<file path="src/mbtcp_pkg.sv">
// Package for the Modbus/TCP request parser: transaction types, status codes,
// byte positions of the captured fields and frame length limits.
// No dependencies.
`default_nettype none

package mbtcp_pkg;

   localparam int unsigned POS_W = 17;
   localparam int unsigned SIZE_W = POS_W + 1;

   typedef struct packed {
      logic [7:0] data_byte;
      logic       frame_end;
   } req_type;

   typedef struct packed {
      logic [2:0]  status;
      logic [15:0] txn_id;
      logic [7:0]  unit_id;
      logic [7:0]  func_code;
      logic [15:0] start_addr;
      logic [15:0] request_value;
   } rsp_type;

   localparam logic [2:0] ST_OK          = 3'd0;
   localparam logic [2:0] ST_SHORT       = 3'd1;
   localparam logic [2:0] ST_LEN_MISMATCH = 3'd2;
   localparam logic [2:0] ST_FC03_SHORT  = 3'd3;
   localparam logic [2:0] ST_FC06_SHORT  = 3'd4;
   localparam logic [2:0] ST_FC16_SHORT  = 3'd5;
   localparam logic [2:0] ST_FC16_DATA   = 3'd6;
   localparam logic [2:0] ST_UNSUPPORTED = 3'd7;

   localparam logic [7:0] FC_READ_HOLDING  = 8'd3;
   localparam logic [7:0] FC_WRITE_SINGLE  = 8'd6;
   localparam logic [7:0] FC_WRITE_MULTIPLE = 8'd16;

   localparam logic [POS_W-1:0] POS_TID_HI   = 17'd0;
   localparam logic [POS_W-1:0] POS_TID_LO   = 17'd1;
   localparam logic [POS_W-1:0] POS_LEN_HI   = 17'd4;
   localparam logic [POS_W-1:0] POS_LEN_LO   = 17'd5;
   localparam logic [POS_W-1:0] POS_UNIT     = 17'd6;
   localparam logic [POS_W-1:0] POS_FUNC     = 17'd7;
   localparam logic [POS_W-1:0] POS_ADDR_HI  = 17'd8;
   localparam logic [POS_W-1:0] POS_ADDR_LO  = 17'd9;
   localparam logic [POS_W-1:0] POS_WORD_HI  = 17'd10;
   localparam logic [POS_W-1:0] POS_WORD_LO  = 17'd11;
   localparam logic [POS_W-1:0] POS_COUNT    = 17'd12;
   localparam logic [POS_W-1:0] POS_VALUE_HI = 17'd13;
   localparam logic [POS_W-1:0] POS_VALUE_LO = 17'd14;
   localparam logic [POS_W-1:0] POS_MAX      = 17'd131071;

   localparam logic [SIZE_W-1:0] MIN_FRAME      = 18'd8;
   localparam logic [SIZE_W-1:0] MBAP_FIXED     = 18'd6;
   localparam logic [SIZE_W-1:0] MIN_FC03_FC06  = 18'd12;
   localparam logic [SIZE_W-1:0] MIN_FC16       = 18'd13;
   localparam logic [SIZE_W-1:0] MIN_FC16_VALUE = 18'd15;

endpackage

`default_nettype wire

</file>
<file path="src/modbus_tcp_request_parser.sv">
// Modbus/TCP request parser top level: byte capture, verdict and result register.
// Depends on mbtcp_pkg.
`default_nettype none

// Takes one frame byte per cycle with no gaps needed between frames. Each byte
// updates the position counter and the captured MBAP and request fields; on
// the byte marked frame_end the verdict is formed from the captured fields in
// the same cycle and appears in the result register on the next cycle, after
// which the parser state is back at frame start. Throughput is one byte per
// cycle, set by the single capture/verdict register stage; the input stalls
// only while a result waits in the result register and the result side stalls.
module modbus_tcp_request_parser (
   input  wire                clock,
   input  wire                reset,
   input  wire                req_valid,
   output logic               req_stall,
   input  mbtcp_pkg::req_type req_data,
   output logic               rsp_valid,
   input  wire                rsp_stall,
   output mbtcp_pkg::rsp_type rsp_data
);

   logic [mbtcp_pkg::POS_W-1:0] pos_ff, pos_in;
   logic [15:0] tid_ff, tid_in;
   logic [15:0] hlen_ff, hlen_in;
   logic [7:0]  unit_ff, unit_in;
   logic [7:0]  func_ff, func_in;
   logic [15:0] addr_ff, addr_in;
   logic [15:0] word_ff, word_in;
   logic [7:0]  count_ff, count_in;
   logic [15:0] value_ff, value_in;

   logic               rsp_valid_ff, rsp_valid_in;
   mbtcp_pkg::rsp_type rsp_ff, rsp_in;

   logic accept;
   logic last;
   logic [mbtcp_pkg::SIZE_W-1:0] size;
   logic [mbtcp_pkg::SIZE_W-1:0] len_need;
   logic [mbtcp_pkg::SIZE_W-1:0] need16;
   logic [2:0]  status;
   logic [15:0] sel_value;

   assign req_stall = rsp_valid_ff & rsp_stall;
   assign accept    = req_valid & ~req_stall;
   assign last      = accept & req_data.frame_end;
   assign rsp_valid = rsp_valid_ff;
   assign rsp_data  = rsp_ff;

   always_comb begin
      tid_in   = tid_ff;
      hlen_in  = hlen_ff;
      unit_in  = unit_ff;
      func_in  = func_ff;
      addr_in  = addr_ff;
      word_in  = word_ff;
      count_in = count_ff;
      value_in = value_ff;
      case (pos_ff)
         mbtcp_pkg::POS_TID_HI:   tid_in[15:8]   = req_data.data_byte;
         mbtcp_pkg::POS_TID_LO:   tid_in[7:0]    = req_data.data_byte;
         mbtcp_pkg::POS_LEN_HI:   hlen_in[15:8]  = req_data.data_byte;
         mbtcp_pkg::POS_LEN_LO:   hlen_in[7:0]   = req_data.data_byte;
         mbtcp_pkg::POS_UNIT:     unit_in        = req_data.data_byte;
         mbtcp_pkg::POS_FUNC:     func_in        = req_data.data_byte;
         mbtcp_pkg::POS_ADDR_HI:  addr_in[15:8]  = req_data.data_byte;
         mbtcp_pkg::POS_ADDR_LO:  addr_in[7:0]   = req_data.data_byte;
         mbtcp_pkg::POS_WORD_HI:  word_in[15:8]  = req_data.data_byte;
         mbtcp_pkg::POS_WORD_LO:  word_in[7:0]   = req_data.data_byte;
         mbtcp_pkg::POS_COUNT:    count_in       = req_data.data_byte;
         mbtcp_pkg::POS_VALUE_HI: value_in[15:8] = req_data.data_byte;
         mbtcp_pkg::POS_VALUE_LO: value_in[7:0]  = req_data.data_byte;
         default: ;
      endcase
   end

   always_comb begin
      if (pos_ff != mbtcp_pkg::POS_MAX) begin
         pos_in = pos_ff + 1'b1;
      end else begin
         pos_in = pos_ff;
      end
   end

   // verdict, using the fields as updated by the final byte
   always_comb begin
      size     = {1'b0, pos_ff} + 1'b1;
      len_need = mbtcp_pkg::MBAP_FIXED + {2'b00, hlen_in};
      need16   = mbtcp_pkg::MIN_FC16 + {10'd0, count_in};
      if (need16 < mbtcp_pkg::MIN_FC16_VALUE) begin
         need16 = mbtcp_pkg::MIN_FC16_VALUE;
      end
      sel_value = 16'd0;
      if (size < mbtcp_pkg::MIN_FRAME) begin
         status = mbtcp_pkg::ST_SHORT;
      end else if (size < len_need) begin
         status = mbtcp_pkg::ST_LEN_MISMATCH;
      end else if (func_in == mbtcp_pkg::FC_READ_HOLDING) begin
         status    = (size < mbtcp_pkg::MIN_FC03_FC06) ? mbtcp_pkg::ST_FC03_SHORT
                                                      : mbtcp_pkg::ST_OK;
         sel_value = word_in;
      end else if (func_in == mbtcp_pkg::FC_WRITE_SINGLE) begin
         status    = (size < mbtcp_pkg::MIN_FC03_FC06) ? mbtcp_pkg::ST_FC06_SHORT
                                                      : mbtcp_pkg::ST_OK;
         sel_value = word_in;
      end else if (func_in == mbtcp_pkg::FC_WRITE_MULTIPLE) begin
         if (size < mbtcp_pkg::MIN_FC16) begin
            status = mbtcp_pkg::ST_FC16_SHORT;
         end else if (size < need16) begin
            status = mbtcp_pkg::ST_FC16_DATA;
         end else begin
            status = mbtcp_pkg::ST_OK;
         end
         sel_value = value_in;
      end else begin
         status = mbtcp_pkg::ST_UNSUPPORTED;
      end

      rsp_in.status = status;
      if (status == mbtcp_pkg::ST_SHORT) begin
         rsp_in.txn_id    = 16'd0;
         rsp_in.unit_id   = 8'd0;
         rsp_in.func_code = 8'd0;
      end else begin
         rsp_in.txn_id    = tid_in;
         rsp_in.unit_id   = unit_in;
         rsp_in.func_code = func_in;
      end
      if (status == mbtcp_pkg::ST_OK) begin
         rsp_in.start_addr    = addr_in;
         rsp_in.request_value = sel_value;
      end else begin
         rsp_in.start_addr    = 16'd0;
         rsp_in.request_value = 16'd0;
      end
   end

   always_comb begin
      if (last) begin
         rsp_valid_in = 1'b1;
      end else if (rsp_valid_ff && !rsp_stall) begin
         rsp_valid_in = 1'b0;
      end else begin
         rsp_valid_in = rsp_valid_ff;
      end
   end

   always_ff @(posedge clock) begin
      if (reset) begin
         pos_ff       <= '0;
         rsp_valid_ff <= 1'b0;
      end else begin
         rsp_valid_ff <= rsp_valid_in;
         if (last) begin
            pos_ff <= '0;
         end else if (accept) begin
            pos_ff <= pos_in;
         end
      end
   end

   always_ff @(posedge clock) begin
      if (accept) begin
         tid_ff   <= tid_in;
         hlen_ff  <= hlen_in;
         unit_ff  <= unit_in;
         func_ff  <= func_in;
         addr_ff  <= addr_in;
         word_ff  <= word_in;
         count_ff <= count_in;
         value_ff <= value_in;
      end
      if (last) begin
         rsp_ff <= rsp_in;
      end
   end

   a_stall_only_when_holding : assert property (@(posedge clock) disable iff (reset)
      req_stall |-> rsp_valid_ff)
      else $error("input stalled with empty result register");

   a_frame_end_result : assert property (@(posedge clock) disable iff (reset)
      last |=> rsp_valid_ff && pos_ff == '0)
      else $error("frame end did not load a result or restart the frame");

   a_pos_advance : assert property (@(posedge clock) disable iff (reset)
      accept && !req_data.frame_end && pos_ff != mbtcp_pkg::POS_MAX
      |=> pos_ff == $past(pos_ff) + 1'b1)
      else $error("byte position did not advance");

   a_short_clears_fields : assert property (@(posedge clock) disable iff (reset)
      rsp_valid_ff && rsp_ff.status == mbtcp_pkg::ST_SHORT
      |-> rsp_ff.txn_id == 16'd0 && rsp_ff.unit_id == 8'd0
          && rsp_ff.func_code == 8'd0)
      else $error("short frame result carries field data");

   a_reject_clears_request : assert property (@(posedge clock) disable iff (reset)
      rsp_valid_ff && rsp_ff.status != mbtcp_pkg::ST_OK
      |-> rsp_ff.start_addr == 16'd0 && rsp_ff.request_value == 16'd0)
      else $error("rejected frame result carries request fields");

endmodule

`default_nettype wire

</file>
<file path="config.mk">
export PLATFORM = sky130hd
export DESIGN_NAME = modbus_tcp_request_parser
export DESIGN_NICKNAME = d
export VERILOG_FILES = /design/src/mbtcp_pkg.sv /design/src/modbus_tcp_request_parser.sv
export SDC_FILE = /design/constraint.sdc
export NUM_CORES = 1
export LEC_CHECK = 0
export ABC_AREA = 1
export BUFFER_PORTS_ARGS = -buffer_cell sky130_fd_sc_hd__buf_4
export CAP_MARGIN = 20
export CORE_MARGIN = 1.5
export CORE_UTILIZATION = 55
export DETAILED_ROUTE_END_ITERATION = 6
export PLACE_DENSITY = 0.74
export RECOVER_POWER = 100
export SETUP_SLACK_MARGIN = 0.15
export SLEW_MARGIN = 20
export SYNTH_ARGS = -nofsm -noshare
export SYNTH_HDL_FRONTEND = slang
export SYNTH_SLANG_ARGS = --single-unit
</file>
<file path="constraint.sdc">
create_clock -name clock -period 11.4 [get_ports clock]
set_input_delay 1.14 -clock clock [delete_from_list [all_inputs] [get_ports clock]]
set_output_delay 1.14 -clock clock [all_outputs]
set_load 0.01 [all_outputs]
</file>
==> metrics.md, run 1 <==
| Metric | Value |
|---|---|
| Row count | 48 |
| Internal power | 1.21 mW |
| Routed WL | 21.6 mm |
| Horiz. Die Dim | 137 um |
| Drt drc | 0 |
| Placed cell area | 10700 um^2 |
| Fin. max-slew vios | 248 |
| Maxcap violations | 5 |
| Total power | 1.65 mW |
| Post_cts resized | 0 |
| Final nets | 1124 |
| Htree depth | 4 |
| PnR worst setup slack | 3.99 ns |
| Cts bufs inserted | 17 |
| Syn nets | 1053 |
| Antenna diode count | 0 |
| Final setup fails | 0 |
| Post-Layout Cell Count | 1318 |
| Max VDD drop | 0.120 mV |
| Number of port buffers | between 80 and 90 |
| Logic pwr share | 0.130 |
| Clock power frac | 0.364 |
| Clk root buf | clkbuf_16 |
| Top-count cell post-synth | nand2_1 |
| Post-synth top area cell | edfxtp_1 |
| Tightest Pin Transition | 4.35 ns |
| Mean area per synthesized cell | 9.84 um^2 |
| Outcome | complete, but fails checks |
| Yosys top cell area share | 0.517 |
| Placed insts | between 1000 and 1500 |
| Seq pwr share | 0.506 |
| Failing checks | capacitance limit, slew limit |
| Design area | between 10000 and 15000 um^2 |
| Critical Path Source Type | flip-flop |
| Hold Fails Final Rpt | 0 |
| Full die area | about 19000 um^2 |
| HPWL after DPL | 14.1 mm |
| Synth area leaders | edfxtp_1 52%, nand2_1 6.7%, inv_1 6.4% |
| Sw Share | 0.268 |
| Die Span Y | 137 um |
| Initial antenna violation count | 0 |
| Primary FF master, synth | edfxtp_1 |
| Area grow syn2layout | 8.71% |
| Remaining Overflow, GRT | 0 |
| Yosys reg bits | 189 |
| GRT Total Usage | 0.240 |
| HP Class | reg -> reg |
| Sw Pwr | 0.443 mW |
| Clock latency on the worst-skew pair | 0.43 ns |
| Worst EP arrival | 7.51 ns |
| CTS Hold Bufs | 0 |
| Lkg Pwr | 4.67 nW |
| Clock Path Buffers | 2 |
| Finished Core Util | 0.617 |
| Vias | 7078 |
| Core box area | 17500 um^2 |
| Initial core utilization | 0.568 |
| Post-Place Setup Slack | ~5.8 ns |
| Kind of critical path | reg -> reg |
| DRT Pass-1 Iters | 5 |
| Highest clock rate | 135 MHz |
| Crit. End Element | flip-flop |
| Wire length of the first global-routing pass | around 34 mm |
| Clk pin slew, worst setup/hold paths | roughly 0.07 ns |
| Largest net degree at the start of global routing | 81 |
| Count of cell types in the netlist | 50 |
| Register area share after synthesis | 0.554 |
| Layout cells sized above 1 | 0.0887 |
| Clock Sinks | between 150 and 200 |
| Unrepaired setup endpoints after global routing | false |
| Cells after Synth | between 1000 and 1500 |
| Post-route clock period utilization | 0.650 |
| Post-synth EDFFs | between 150 and 200 |
| Critical Path RT | 11.50 ns |
| Syn Std Cell Area | just under 10000 um^2 |
| I/O pins | 82 |
| Post-synth top cells | 178 x nand2_1, 171 x edfxtp_1, 168 x inv_1 |
| Crit-path max FO | 33 |
| First DRT Iteration DRCs | 603 |
| GP Congestion | 0.870 |
| CTS tree | done |
| Setup Skew | 0.00936 ns |
| Rel. slew slack | -1.90 |
| Number of warning messages in the yosys log | 0 |
| Final worst path period need | 7.41 ns |
| Hold slack | between 0.5 and 0.6 ns |
| Pwr/cell area | roughly 150 nW/um^2 |
| Setup TNS | 0 ns |
| WL/cell | 16.4 um |
| Final ANT Viol Nets | 0 |
| Vias in the first global route | 6641 |
| Synth async-reset ratio | 0 |
| DR vias/cell | around 5.4 |
| Post-CTS setup buffer count | 0 |
## kinds of logic after synthesis
logic type,Yosys count,synth area share
adder cells (fa/ha/maj),31,0.0391
XOR/XNOR,24,0.0219
AND/OR/NAND/NOR,381,0.199
AO/OA/AOI/OAI,171,0.0976
buffers and inverters,213,0.0888
flip-flops,189,0.554
## cell type report
type	count	area [um^2]
fillers	1531	6690
clock inverters	14	158
flip-flops and latches	189	5500
inverters	175	657
repair buffers	90	409
well taps	225	282
clock buffers	18	429
multi-input cells	607	3360
## per-layer routing
| metal | vias up | track usage | routed length [um] |
|---|---|---|---|
| li1 | 3524 | - | - |
| met1 | 3302 | 0.336 | 9770 |
| met2 | 223 | 0.391 | 10200 |
| met3 | 29 | 0.0346 | 1260 |
| met4 | 0 | 0.0749 | 405 |
| met5 | - | 0 | 0 |
## cells in the final DEF, fill, tap and decap left out, drive strengths merged
| cell type | Yosys | layout |
|---|---|---|
| edfxtp | 171 | 171 |
| xor2 | 18 | 18 |
| and3 | 1 | 1 |
| a21o | 1 | 1 |
| nor2 | 82 | 82 |
| clkbuf | 25 | 91 |
| or3 | 1 | 1 |
| o21a | 5 | 5 |
| dfxtp | 18 | 18 |
| nor3 | 49 | 49 |
| nor4 | 7 | 7 |
| nand3 | 36 | 36 |
| o21bai | 1 | 1 |
| o21ai | 82 | 82 |
| a211oi | 2 | 2 |
| a21boi | 1 | 1 |
| o211ai | 1 | 1 |
| o31ai | 1 | 1 |
| ha | 31 | 31 |
| nand2 | 189 | 189 |
| inv | 174 | 179 |
| buf | 13 | 17 |
| bufinv | 0 | 2 |
| xnor2 | 6 | 6 |
| clkinvlp | 0 | 2 |
| nand4 | 14 | 14 |
| a31oi | 1 | 1 |
| a21oi | 58 | 58 |
| or2 | 2 | 2 |
| clkinv | 1 | 6 |
| o221ai | 2 | 2 |
| a22oi | 16 | 16 |
## sequential cells by signal, indices dropped and copies added, names as in the netlist, 16 cells and up
signal    cells
value_ff     16
word_ff      16
hlen_ff      16
tid_ff       16
addr_ff      16
rsp_data     67
pos_ff       17
## critical path: stages, from the launching register on
cell	delay [ns]
dfxtp_1	0.37
nor2_1	0.15
nand2_2	0.07
nor2_1	0.86
nand3_1	0.62
o21ai_0	0.57
inv_1	0.09
ha_1	0.24
nor2_1	0.16
and3_1	0.22
nand4_1	0.17
nor2_1	0.21
nand4_1	0.13
nor2_1	0.16
xnor2_1	0.08
ha_1	0.31
nand4_1	0.11
or3_1	0.35
nor3_1	0.14
nand2_1	0.06
nand2_1	0.15
nand3_1	0.14
a31oi_4	0.22
clkbuf_1	1.26
nor3_1	0.19
## power groups by stage
stage                     clock (mW)  sequential, mW  combinational (mW)
final                          0.602           0.835               0.215
after global routing           0.630           0.839               0.245
after CTS                      0.608           0.832               0.234
after detailed placement           0           0.847               0.232
after global placement             0           0.845               0.225
after floorplan                    0           0.852               0.159
## worst paths after layout
kind	start	to	slack, ns	cells past startpoint
hold / removal	value_ff[5]	value_ff[5]	0.55	2
setup / recovery	pos_ff[8]	rsp_data[23]	3.99	24
setup reg to reg	pos_ff[8]	rsp_data[23]	3.99	24
hold reg to reg	value_ff[5]	value_ff[5]	0.55	2
No activity file was read; power rests on OpenSTA's default activity.
==> inputs of run 2 (changes only) <==
ABC_AREA = 0   (was 1)
clock period = 7 ns   (was 11.4 ns; I/O delays follow)
==> run 2 against run 1 <==
The flow finishes with violations (DRC, capacitance limit, slew limit). Clock power grew 59%. Clock skew down 0.0014 ns. Wire length up 9.2%. Power up 50%. Synthesized area is 3.8% higher. Non-clock buffer count fell by 2. Clock-buffer cell count shrank 1. Critical endpoint is now rsp_data[21]. Largest power group unchanged. Highest routed layer unchanged.
==> metrics.md, run 2 <==
| Metric | Value |
|---|---|
| Antenna diode count | 0 |
| Full die area | 19600 um^2 |
| Htree depth | 4 |
| Remaining Overflow, GRT | 0 |
| Synth async-reset ratio | 0 |
| Post_cts resized | 0 |
| Vias | 7146 |
| Post-synth top area cell | edfxtp_1 |
| Row count | 49 |
| Final nets | 973 |
| Number of port buffers | 81 |
| Design area | approximately 11000 um^2 |
| Top-count cell post-synth | edfxtp_1 |
| Vias in the first global route | between 6000 and 7000 |
| Cells after Synth | around 900 |
| DR vias/cell | 6.10 |
| Layout cells sized above 1 | 0.103 |
| Number of warning messages in the yosys log | 0 |
| R2r startpoint | pos_ff[10] |
| Syn Std Cell Area | 10300 um^2 |
| Post-Layout Cell Count | 1171 |
| Clock Path Buffers | 2 |
| Yosys top cell area share | 0.498 |
| Rel. slew slack | -1.99 |
| WHS Path Cells | 2 |
| First DRT Iteration DRCs | 706 |
| CTS tree | done |
| Placed insts | approximately 1100 |
| Initial antenna violation count | 1 |
| Kind of critical path | reg -> reg |
| Final ANT Viol Nets | 0 |
| Outcome | complete, but fails checks |
| HPWL after DPL | ~16 mm |
| Yosys reg bits | 189 |
| Max VDD drop | around 0.18 mV |
| DRT Pass-1 Iters | 7 |
| Highest clock rate | 164 MHz |
| Final worst path period need | 6.08 ns |
| Crit-path max FO | 14 |
| Post-Place Setup Slack | between 1 and 1.5 ns |
| GRT Total Usage | 0.247 |
| Placed cell area | between 10000 and 15000 um^2 |
| Routed WL | 23.6 mm |
| I/O pins | roughly 80 |
| Mean area per synthesized cell | between 10 and 15 um^2 |
| Slowest library cell on the worst path | mux2_1 |
| Fin. max-slew vios | 209 |
| Register area share after synthesis | 0.533 |
| Horiz. Die Dim | 140 um |
| Post-CTS setup buffer count | 0 |
| Initial core utilization | 0.568 |
| Tightest Pin Transition | 4.49 ns |
| Maxcap violations | 4 |
| Most frequent cells in the layout | 171 x edfxtp_1, 94 x nand2_1, 71 x clkbuf_1 |
| Worst hold start | reset |
| Drt drc | 12 |
| Critical Path Source Type | flip-flop |
| Critical Path RT | 7.21 ns |
| Pwr/cell area | 222 nW/um^2 |
| FILL cells | around 1500 |
| Setup TNS | 0 ns |
| R2r endpoint | rsp_data[21] |
| HP Class | in -> reg |
| GP Congestion | 0.916 |
| Hold Fails Final Rpt | 0 |
| Clock latency on the worst-skew pair | about 0.43 ns |
| Die Span Y | 140 um |
| Critical Path Source | pos_ff[10] |
| Wire length of the first global-routing pass | 37.5 mm |
| Largest net degree at the start of global routing | 81 |
| Failing checks | DRC, capacitance limit, slew limit |
| Worst EP arrival | 6.29 ns |
| WL/cell | 20.2 um |
| Max reg flops | 67 |
| Count of cell types in the netlist | 62 |
| Cts bufs inserted | 17 |
| Syn nets | 923 |
| Core box area | about 18000 um^2 |
| Largest stage delay, worst path | 0.55 ns |
| Clk root buf | clkbuf_16 |
| Primary FF master, synth | edfxtp_1 |
| Post-synth EDFFs | 171 |
| PnR worst setup slack | 0.921 ns |
| Final setup fails | 0 |
| Synth area leaders | edfxtp_1 50%, mux2_2 8.2%, ha_1 3.8% |
| Post-route clock period utilization | 0.868 |
| Post-synth top cells | 171 x edfxtp_1, 94 x nand2_1, 75 x mux2_2 |
| Crit. End Element | flip-flop |
| R2r setup slk | 0.92 ns |
| CTS Hold Bufs | 0 |
| Critical-path cell list | nor4_1 > and4_1 > nand3_1 > mux2_1 > or3_1 > nor3_1 > nand2_1 > xor2_1 > ha_1 > nand3_1 > nor2_1 > a221oi_1 > nand2_1 > a211oi_1 > nor3_1 > nor3b_4 > buf_4 > nor4b_1 |
| Clock Sinks | roughly 190 |
| Hold EP | rsp_valid |
| Lkg Pwr | 4.00 nW |
| Reg2Reg Depth | 18 |
| Clk pin slew, worst setup/hold paths | 0.07 ns |
| Most common cell after layout, fill and taps aside | edfxtp_1 |
| Unrepaired setup endpoints after global routing | false |
| Setup Skew | 0.00792 ns |
| Area grow syn2layout | 8.30% |
[run 2: worst max-delay path by stage]
stage / end / slack, ns / cells past startpoint
6_report: rsp_data[21] / 0.92 / 18
5_1_grt: rsp_data[21] / 0.48 / 17
4_1_cts: rsp_data[25] / 1.16 / 23
3_5_place_dp: rsp_data[21] / 1.18 / 23
3_3_place_gp: rsp_data[18] / 1.23 / 23
2_1_floorplan: rsp_data[0] / 1.57 / 4
[run 2: cells by family after synthesis]
kind of cell	Yosys count	synth area share
and+or+nand+nor	342	0.194
DFF	189	0.533
muxes	98	0.105
AOI/OAI and AO/OA	93	0.0544
buffers and inverters	75	0.0327
xor gates and xnor gates	51	0.0433
adders and majority gates	31	0.0376
[run 2: critical path, delay by kind of cell (launching register included)]
kind / cells / cell delay [ns]
AOI/OAI and AO/OA: 2 / 0.76
xor gates and xnor gates: 1 / 0.16
adders and majority gates: 1 / 0.29
buffers and inverters: 1 / 0.22
DFF: 1 / 0.41
muxes: 1 / 0.55
and+or+nand+nor: 12 / 3.42
[run 2: stage by stage]
stage | hold WS (ns) | util | total power [mW]
2_1_floorplan | 0.502 | - | 1.48
3_3_place_gp | 0.504 | 0.606 | 1.54
3_5_place_dp | 0.502 | 0.606 | 1.55
4_1_cts | 0.409 | 0.638 | 2.49
5_1_grt | 0.412 | 0.615 | 2.56
6_report | 0.418 | 0.615 | 2.48
[run 2: final cells by class]
cell class,count,area (um^2),area share
Multi-Input combinational cell,615,4340,0.389
Timing Repair Buffer,88,394,0.0353
Inverter,18,67.6,0.00605
Clock inverter,15,154,0.0138
Clock buffer,17,425,0.0381
Sequential cell,189,5500,0.492
Tap cell,229,287,0.0257
[run 2: metal layers]
| layer | up-vias | wire length, um | GRT usage |
|---|---|---|---|
| li1 | 3338 | - | - |
| met1 | 3476 | 10900 | 0.359 |
| met2 | 296 | 10800 | 0.382 |
| met3 | 36 | 1500 | 0.0397 |
| met4 | 0 | 460 | 0.0837 |
| met5 | - | 0 | 0 |
[run 2: power by group]
| group | switching (mW) | total [mW] | internal (mW) | leakage, nW |
|---|---|---|---|---|
| Clock | 0.453 | 0.958 | 0.505 | 0.290 |
| Combinational | 0.129 | 0.195 | 0.0664 | 1.91 |
| Sequential | 0.0217 | 1.32 | 1.30 | 1.80 |
